===== config.mk =====
export PLATFORM = sky130hd
export DESIGN_NAME = fastq_sam_record_framer_flat
export DESIGN_NICKNAME = d
export VERILOG_FILES = /design/src/rtl/core/fsf_pkg.sv /design/src/rtl/core/fsf_if.sv /design/src/rtl/core/fastq_sam_record_framer.sv /design/src/flat_wrapper.sv
export SDC_FILE = /design/constraint.sdc
export NUM_CORES = 1
export LEC_CHECK = 0
export ABC_AREA = 1
export BUFFER_PORTS_ARGS = -buffer_cell sky130_fd_sc_hd__buf_2
export CORE_ASPECT_RATIO = 1.5
export CORE_UTILIZATION = 46
export DETAILED_ROUTE_END_ITERATION = 6
export PLACE_DENSITY = 0.67
export SETUP_SLACK_MARGIN = 0.1
export SYNTH_ARGS = -nofsm -noshare
export SYNTH_HDL_FRONTEND = slang
export SYNTH_SLANG_ARGS = --single-unit

===== constraint.sdc =====
create_clock -name clk_i -period 4.6 [get_ports clk_i]
set_input_delay 0.23 -clock clk_i [delete_from_list [all_inputs] [get_ports clk_i]]
set_output_delay 0.23 -clock clk_i [all_outputs]
set_load 0.005 [all_outputs]

===== src/rtl/core/fsf_pkg.sv =====
// Package: types, constants and codes of the FASTQ/SAM record framer.
`default_nettype none
package fsf_pkg;

  localparam int unsigned COUNT_BITS = 32;
  localparam int unsigned APB_ADDR_W = 3;
  localparam int unsigned APB_DATA_W = 32;

  typedef logic [COUNT_BITS-1:0] count_t;
  localparam count_t COUNT_MAX = '1;

  localparam logic [7:0] CH_NL   = 8'h0A;
  localparam logic [7:0] CH_PLUS = 8'h2B;

  localparam logic [APB_ADDR_W-3:0] REG_FORMAT_MODE = '0;

  typedef enum logic [2:0] {
    PH_START   = 3'd0,
    PH_HEAD    = 3'd1,
    PH_SEQ_BOL = 3'd2,
    PH_SEQ_MID = 3'd3,
    PH_SPACER  = 3'd4,
    PH_QUAL    = 3'd5,
    PH_SAM_MID = 3'd6
  } phase_e;

  typedef enum logic [1:0] {
    ST_OK    = 2'd0,
    ST_END   = 2'd1,
    ST_TRUNC = 2'd2,
    ST_OVF   = 2'd3
  } status_e;

  typedef struct packed {
    logic [7:0] data_byte;
    logic       end_of_input;
  } in_item_t;

  typedef struct packed {
    logic [7:0] out_byte;
    logic       record_end;
    status_e    status;
  } out_item_t;

endpackage
`default_nettype wire


===== src/rtl/core/fsf_if.sv =====
// Interfaces: valid/ready channels for input bytes and framed result items.
`default_nettype none
interface fsf_in_if;
  logic              valid;
  logic              ready;
  fsf_pkg::in_item_t data;

  modport source (output valid, output data, input ready);
  modport sink   (input valid, input data, output ready);
endinterface

interface fsf_out_if;
  logic               valid;
  logic               ready;
  fsf_pkg::out_item_t data;

  modport source (output valid, output data, input ready);
  modport sink   (input valid, input data, output ready);
endinterface
`default_nettype wire


===== src/rtl/core/fastq_sam_record_framer.sv =====
// Top level: FASTQ/SAM record framer with APB configuration port.
// The result transaction is presented in the cycle after its input transaction is accepted.
// Throughput: one byte per cycle; input ready is high while the output register is
// empty or its transaction is taken in the same cycle.
// Reset: phase to record start, section count to zero, format_mode to FASTQ,
// output register empty.
`default_nettype none
module fastq_sam_record_framer (
  input  wire logic                            clk_i,
  input  wire logic                            rst_ni,
  fsf_in_if.sink                               in_i,
  fsf_out_if.source                            out_o,
  input  wire logic                            psel,
  input  wire logic                            penable,
  input  wire logic                            pwrite,
  input  wire logic [fsf_pkg::APB_ADDR_W-1:0]  paddr,
  input  wire logic [fsf_pkg::APB_DATA_W-1:0]  pwdata,
  output logic      [fsf_pkg::APB_DATA_W-1:0]  prdata,
  output logic                                 pready
);

  fsf_pkg::phase_e    phase_q, phase_d;
  fsf_pkg::count_t    count_q, count_d;
  logic               mode_q, mode_d;
  logic               out_valid_q, out_valid_d;
  fsf_pkg::out_item_t out_data_q, out_data_d;

  logic in_acc;
  logic cfg_wr;
  logic reg_sel;
  logic nl;
  fsf_pkg::count_t count_dec;

  assign pready  = 1'b1;
  assign reg_sel = (paddr[fsf_pkg::APB_ADDR_W-1:2] == fsf_pkg::REG_FORMAT_MODE);
  assign cfg_wr  = psel && penable && pwrite && reg_sel;
  assign prdata  = reg_sel ? {{(fsf_pkg::APB_DATA_W-1){1'b0}}, mode_q} : '0;

  assign in_i.ready  = !out_valid_q || out_o.ready;
  assign in_acc      = in_i.valid && in_i.ready;
  assign out_o.valid = out_valid_q;
  assign out_o.data  = out_data_q;

  assign nl        = (in_i.data.data_byte == fsf_pkg::CH_NL);
  assign count_dec = (count_q != '0) ? count_q - fsf_pkg::count_t'(1) : '0;

  always_comb begin
    phase_d     = phase_q;
    count_d     = count_q;
    mode_d      = mode_q;
    out_valid_d = out_valid_q && !out_o.ready;
    out_data_d  = out_data_q;

    if (in_acc) begin
      out_valid_d           = 1'b1;
      out_data_d.out_byte   = in_i.data.data_byte;
      out_data_d.record_end = 1'b0;
      out_data_d.status     = fsf_pkg::ST_OK;
      if (in_i.data.end_of_input) begin
        out_data_d.out_byte = '0;
        out_data_d.status   = (phase_q == fsf_pkg::PH_START || phase_q > fsf_pkg::PH_SAM_MID) ?
                              fsf_pkg::ST_END : fsf_pkg::ST_TRUNC;
        phase_d = fsf_pkg::PH_START;
        count_d = '0;
      end else if (mode_q) begin
        if (nl) begin
          out_data_d.record_end = 1'b1;
          phase_d = fsf_pkg::PH_START;
        end else begin
          phase_d = fsf_pkg::PH_SAM_MID;
        end
      end else begin
        unique case (phase_q)
          fsf_pkg::PH_SEQ_BOL, fsf_pkg::PH_SEQ_MID: begin
            if (phase_q == fsf_pkg::PH_SEQ_BOL && in_i.data.data_byte == fsf_pkg::CH_PLUS) begin
              phase_d = fsf_pkg::PH_SPACER;
            end else begin
              if (count_q == fsf_pkg::COUNT_MAX) begin
                out_data_d.status = fsf_pkg::ST_OVF;
              end else begin
                count_d = count_q + fsf_pkg::count_t'(1);
              end
              phase_d = nl ? fsf_pkg::PH_SEQ_BOL : fsf_pkg::PH_SEQ_MID;
            end
          end
          fsf_pkg::PH_SPACER: begin
            if (nl) begin
              if (count_q == '0) begin
                out_data_d.record_end = 1'b1;
                phase_d = fsf_pkg::PH_START;
              end else begin
                phase_d = fsf_pkg::PH_QUAL;
              end
            end
          end
          fsf_pkg::PH_QUAL: begin
            count_d = count_dec;
            if (count_dec == '0) begin
              out_data_d.record_end = 1'b1;
              phase_d = fsf_pkg::PH_START;
            end
          end
          fsf_pkg::PH_SAM_MID: begin
            phase_d = nl ? fsf_pkg::PH_SEQ_BOL : fsf_pkg::PH_HEAD;
            count_d = '0;
          end
          default: begin
            if (nl) begin
              phase_d = fsf_pkg::PH_SEQ_BOL;
              count_d = '0;
            end else begin
              phase_d = fsf_pkg::PH_HEAD;
            end
          end
        endcase
      end
    end

    if (cfg_wr) begin
      mode_d  = pwdata[0];
      phase_d = fsf_pkg::PH_START;
      count_d = '0;
    end
  end

  always_ff @(posedge clk_i or negedge rst_ni) begin
    if (!rst_ni) begin
      phase_q     <= fsf_pkg::PH_START;
      count_q     <= '0;
      mode_q      <= 1'b0;
      out_valid_q <= 1'b0;
    end else begin
      phase_q     <= phase_d;
      count_q     <= count_d;
      mode_q      <= mode_d;
      out_valid_q <= out_valid_d;
    end
  end

  always_ff @(posedge clk_i) begin
    out_data_q <= out_data_d;
  end

  a_rend_ok: assert property (@(posedge clk_i) disable iff (!rst_ni)
    out_valid_q && out_data_q.record_end |-> out_data_q.status == fsf_pkg::ST_OK)
    else $error("record end marked with non-ok status");

  a_eoi_clears: assert property (@(posedge clk_i) disable iff (!rst_ni)
    in_acc && in_i.data.end_of_input |=> phase_q == fsf_pkg::PH_START && count_q == '0)
    else $error("state not cleared after end of input");

  a_qual_owes: assert property (@(posedge clk_i) disable iff (!rst_ni)
    phase_q == fsf_pkg::PH_QUAL |-> count_q != '0)
    else $error("quality phase with nothing owed");

  a_end_empty: assert property (@(posedge clk_i) disable iff (!rst_ni)
    out_valid_q && (out_data_q.status == fsf_pkg::ST_END ||
                    out_data_q.status == fsf_pkg::ST_TRUNC)
    |-> out_data_q.out_byte == '0 && !out_data_q.record_end)
    else $error("end-of-input result carries a byte");

endmodule
`default_nettype wire


===== src/flat_wrapper.sv =====
// flat-port wrapper written by rule: the top's interface ports become plain ports
module fastq_sam_record_framer_flat 
  (clk_i, rst_ni, psel, penable, pwrite, paddr, pwdata, prdata, pready, in_i_valid, in_i_data, in_i_ready, out_o_valid, out_o_data, out_o_ready);
  fsf_in_if in_i_i ();
  fsf_out_if out_o_i ();
  input  wire logic clk_i;
  input  wire logic rst_ni;
  input  wire logic psel;
  input  wire logic penable;
  input  wire logic pwrite;
  input  wire logic [fsf_pkg::APB_ADDR_W-1:0] paddr;
  input  wire logic [fsf_pkg::APB_DATA_W-1:0] pwdata;
  output logic      [fsf_pkg::APB_DATA_W-1:0] prdata;
  output logic pready;
  input wire logic [$bits(in_i_i.valid)-1:0] in_i_valid;
  input wire logic [$bits(in_i_i.data)-1:0] in_i_data;
  output wire logic [$bits(in_i_i.ready)-1:0] in_i_ready;
  output wire logic [$bits(out_o_i.valid)-1:0] out_o_valid;
  output wire logic [$bits(out_o_i.data)-1:0] out_o_data;
  input wire logic [$bits(out_o_i.ready)-1:0] out_o_ready;
  assign in_i_i.valid = in_i_valid;
  assign in_i_i.data = in_i_data;
  assign in_i_ready = in_i_i.ready;
  assign out_o_valid = out_o_i.valid;
  assign out_o_data = out_o_i.data;
  assign out_o_i.ready = out_o_ready;
  fastq_sam_record_framer u_core (.clk_i(clk_i), .rst_ni(rst_ni), .in_i(in_i_i), .out_o(out_o_i), .psel(psel), .penable(penable), .pwrite(pwrite), .paddr(paddr), .pwdata(pwdata), .prdata(prdata), .pready(pready));
endmodule

Word-level counts from Yosys, hierarchy flattened
Index checks and enable logic that the tools add are counted.

Bits in writable memories: 0. Bits in latches: 0. Register bits: 48. Output and inout bits: 46. Memory bits (read-only): 0. Memories: 0.

$add $sub $neg: 2. Multiplexer cells: 35. Bitwise operators: 1. Equal/unequal tests: 14. Reductions and logical operators: 19. Shifts and indexed selects: 0. Multiply operators: 0. Magnitude comparators: 1. Divide/modulo/power cells: 0.

Operator list (number): 32-bit 2-to-1 mux (8); 32-bit one-hot mux with 4 select lines (1); 32-bit zero test (2); 32-bit by 1-bit adder with 32-bit output (second input constant) (1); 32-bit == test (second input constant) (1); 32-bit nonzero test (1); 32-bit by 1-bit subtractor with 32-bit output (second input constant) (1); 3-bit 2-to-1 mux (9); 2-bit 2-to-1 mux (7); 5-bit by 2-bit inequality test with 1-bit output (second input constant) (2); 3-bit == test (second input constant) (3); 3-bit one-hot mux with 3 select lines (1); 8-bit by 4-bit == test with 1-bit output (second input constant) (1); 8-bit by 6-bit == test with 1-bit output (second input constant) (1); 1-bit 2-to-1 mux (8); 4-bit by 3-bit inequality test with 1-bit output (second input constant) (2); 3-bit by 2-bit == test with 1-bit output (second input constant) (2); 1-bit logical AND (6); 6-bit AND reduction (1); 6-bit nonzero test (1); 3-bit greater-than comparator (second input constant) (1); 3-bit zero test (1); 3-bit by 2-bit inequality test with 1-bit output (second input constant) (1); 3-bit inequality test (second input constant) (1); 7 further kinds (9).

Logic depth before layout (Yosys ltp)
Depth after elaboration: 9. Depth in mapped cells: 20. Depth with buffers taken out: 19.

Worst setup path after synthesis
Ideal clock, no wire load.

Path type: register -> register. From: reg u_core.count_q[0]. To: reg u_core.phase_q[2]. Setup time: 118 ps. Path buffers: 0. Required time: 4482 ps. Setup slack: 2492 ps. Arrival time: 1991 ps. Cell stages (with the launch flop): 18. Period minus slack after synthesis: 2108 ps. Path through: dfrtp_1 inv_1 ha_1 nand2_4 nor2_8 nand2_2 nor2_2 nand2_1 nand3_1 nand2_1 nor2_1 nand2_1 nor2_1 nand2_1 nand3_2 nand3_2 nand2_1 nand2_1.

Word-level cells in the longest chain between the ends: 8. Elaborated cells between the ends (all ways): 14.

Ends and longest elaborated chain: from (decl) (line fastq_sam_record_framer.sv:23) `fsf_pkg::count_t count_q, count_d;`; from (signal assigned) (line fastq_sam_record_framer.sv:134) `count_q <= count_d;`; branches (longest 8 deep; another with 32-bit by 1-bit subtractor with 32-bit output); to (signal assigned) (line fastq_sam_record_framer.sv:128) `phase_q <= fsf_pkg::PH_START;`; to (signal assigned) (line fastq_sam_record_framer.sv:133) `phase_q <= phase_d;`; to (decl) (line fastq_sam_record_framer.sv:22) `fsf_pkg::phase_e phase_q, phase_d;`.

Parallel ways; which one is timed is not known. The select of a mux whose other input is x is not followed. A chain may end at the register's enable or synchronous reset.

Worst setup path after layout
From: reg u_core.phase_q[2]. To: reg u_core.count_q[12].

Word-level cells in the longest chain between the ends: 7. Elaborated cells between the ends (all ways): 17.

Ends and longest elaborated chain: 3-bit by 2-bit == test with 1-bit output, on equally long branches (line fastq_sam_record_framer.sv:73, fastq_sam_record_framer.sv:75); 2-bit OR reduction; 32-bit one-hot mux with 4 select lines (line fastq_sam_record_framer.sv:73) `unique case (phase_q)`; 32-bit 2-to-1 mux (line fastq_sam_record_framer.sv:65) `end else if (mode_q) begin`; 32-bit 2-to-1 mux (line fastq_sam_record_framer.sv:59) `if (in_i.data.end_of_input) begin`; 32-bit 2-to-1 mux (line fastq_sam_record_framer.sv:54) `if (in_acc) begin`; 32-bit 2-to-1 mux (line fastq_sam_record_framer.sv:119) `if (cfg_wr) begin`.

Several ways; a longest one is shown, not always the timed one. The select of a mux whose other input is x is not followed.

==> metrics <==
WL final=16.2 mm; CP Class=reg2reg; DRC Markers=0; Worst-Margin Slew=930 ps; Max clock buf depth=2; VDD IR max=258 µV; TNS Setup=0 ps; CTS Root Cell=clkbuf_16; H-Tree Depth=2; power per cell area=452 mW/mm²; Tmin final=3180 ps; final period utilization=0.691; fin area=0.00523 mm²; f_max=315 MHz; Synth Flop Type=dfrtp_1; share of layout cells above drive strength 1=0.130; initial DRC count=402; asr flop ratio synth=0.771; initial antenna violation count=0; Port Buf Inserts=31; RSZ-0062 raised after global routing=no; Worst-Skew Late Latency=300 ps; Die W=86.7 µm; overall global routing resource usage=0.298; Hold Path Class=in2async; Post-DP Area=0.00504 mm²; clk_skew=10.9 ps; Detail Route Antenna Nets=0; Overall Power=0.00236 W; die height=129 µm; Synth Warn #=0; Leak Pwr=2.52 nW; crit path max fanout=22; grt ovf=0; CTS tree=built; Setup crit start kind=flop; DP Wirelength=12.4 mm; Yosys reg bits=48; Final Wtd Congestion=1.01; status=complete, no violations; Vias=5266; post-cts resize count=0; CP endpoint kind=flop; global-route wire length before repair=25.3 mm; DR WL/cell=17.1 µm; starting density of the core=0.470; worst rel slew slack=0.380; core area=0.0105 mm²; number of global-route vias before repair=5004; largest net degree at the start of global routing=38; clock slew at reported path FFs=80 ps; Slew Viols, Final=0; TritonRoute pass-1 iters=5; row count=46; n_diodes=0; Multi-input gate area=0.00307 mm²; Area Growth Syn to Fin=5.77%; critical path arrival=3400 ps; net count reported at finish=858; cts hold-fix bufs=0; Mapped Avg Cell Area=6.29 µm²; Sequential Area=0.00126 mm²; Filler cells=1147; post-synthesis sequential area ratio=0.254; TritonCTS buffer count=5; Yosys cell types=45; max-cap violation count=0; die area=0.0112 mm²; Top Ports=97; mapped cell area=0.00495 mm²; vias per cell=5.57; Post-synth EDFFs=11; Worst EP required=4820 ps; Hold Fails Final Rpt=0; # setup viols final=0; CTS sink cnt=48; post-CTS setup buffer count=0; Syn Inst Count=786
## final timing paths
check                           slack [ps]  depth (start not counted)                           from                             end
worst max-delay path                  1420                          8  u_core.phase_q[2]$_DFFE_PN0P_  u_core.count_q[12]$_DFFE_PN0P_
worst min-delay path                    70                          1                         rst_ni   u_core.count_q[6]$_DFFE_PN0P_
worst max register to register        1420                          8  u_core.phase_q[2]$_DFFE_PN0P_  u_core.count_q[12]$_DFFE_PN0P_
worst min register to register         510                          2   u_core.out_o.valid$_DFF_PN0_    u_core.out_o.valid$_DFF_PN0_
max in group asynchronous             3950                          1                         rst_ni  u_core.count_q[22]$_DFFE_PN0P_
min in group clk_i                     130                          3                     in_i_valid    u_core.out_o.valid$_DFF_PN0_
## cells in the final DEF, fill, tap and decap left out, types with 10 or more instances in the layout
cell,instances
conb_1,32
nand3_2,10
edfxtp_1,11
nor2_2,15
o21ai_1,19
nor3_1,18
nand3_1,65
nand2_1,193
a21oi_1,15
buf_2,31
nor2_1,105
inv_1,84
dfrtp_1,37
o22ai_1,12
nand4_1,24
o21ai_0,49
## metal layers
| metal | GRT usage | share of wire | vias up | wire length (µm) |
|---|---|---|---|---|
| li1 | - | - | 2560 | - |
| met1 | 0.337 | 0.39 | 2410 | 6230 |
| met2 | 0.514 | 0.49 | 233 | 8000 |
| met3 | 0.0389 | 0.053 | 63 | 858 |
| met4 | 0.214 | 0.067 | 0 | 1080 |
| met5 | 0 | 0 | - | 0 |
## where the power goes
| group | internal (W) | switching (W) |
|---|---|---|
| registers | 0.000471 | 0.0000486 |
| logic | 0.000378 | 0.000970 |
| clock network | 0.000314 | 0.000183 |
## state kept, by name (all words and copies together), names as in the netlist
register	cells
u_core.count_q	32
u_core.phase_q	3
u_core.out_o.valid	1
u_core.mode_q	1
u_core.out_o.data	11
## synth_stat cells, types with 3 or more instances
cell type  count  area, µm²
buf_6          4       45.0
buf_4         32        240
xor2_1         3       26.3
inv_1         84        315
ha_1           6       75.1
nand2_4        3       33.8
edfxtp_1      11        330
nor2_4         9        101
clkbuf_1       7       26.3
nand3_2       10        100
nor3_1        18       90.1
a31oi_1        5       31.3
nor2_1       105        394
a21oi_1       15       75.1
nand3_1       65        325
dfrtp_1       37        926
buf_2         12       60.1
o21ai_1       19       95.1
inv_2          8       30.0
nand2_2        9       56.3
nor4_1         5       31.3
nand2_1      193        724
o22ai_1       12       75.1
nand4_1       24        150
nor2_2        15       93.8
o21ai_0       49        245
## stage by stage
step / hold slack, ps / cells / setup slack (ps) / utilization
after floorplan: -65.6 / 816 / 2490 / -
after global placement: 430 / 938 / 1530 / 0.478
after detailed placement: 430 / 938 / 1500 / 0.478
after CTS: 104 / 946 / 1480 / 0.497
after global routing: 133 / 946 / 1220 / 0.497
final: 68.9 / 946 / 1420 / 0.497
## layout make-up
cell class | count | share of cell area
clock buffers | 5 | 0.0239
multi-input cells | 618 | 0.588
well taps | 144 | 0.0344
inverters | 95 | 0.0684
repair buffers | 33 | 0.0325
clock inverters | 3 | 0.0132
flip-flops and latches | 48 | 0.240
## critical path, stage by stage, from the launching register on
cell	delay (ps)
dfrtp_1	450
inv_1	100
ha_1	510
inv_1	500
o31ai_2	140
nor2_2	640
buf_4	420
o21ai_0	150
a22oi_1	160
## kinds of logic after synthesis
group	share of synthesized area
other	0.00152
flip-flops	0.254
XOR/XNOR	0.00531
AO/OA/AOI/OAI	0.128
adder cells (fa/ha/maj)	0.0152
buffers and inverters	0.147
AND/OR/NAND/NOR	0.448
(Power assumes the default switching activity.)
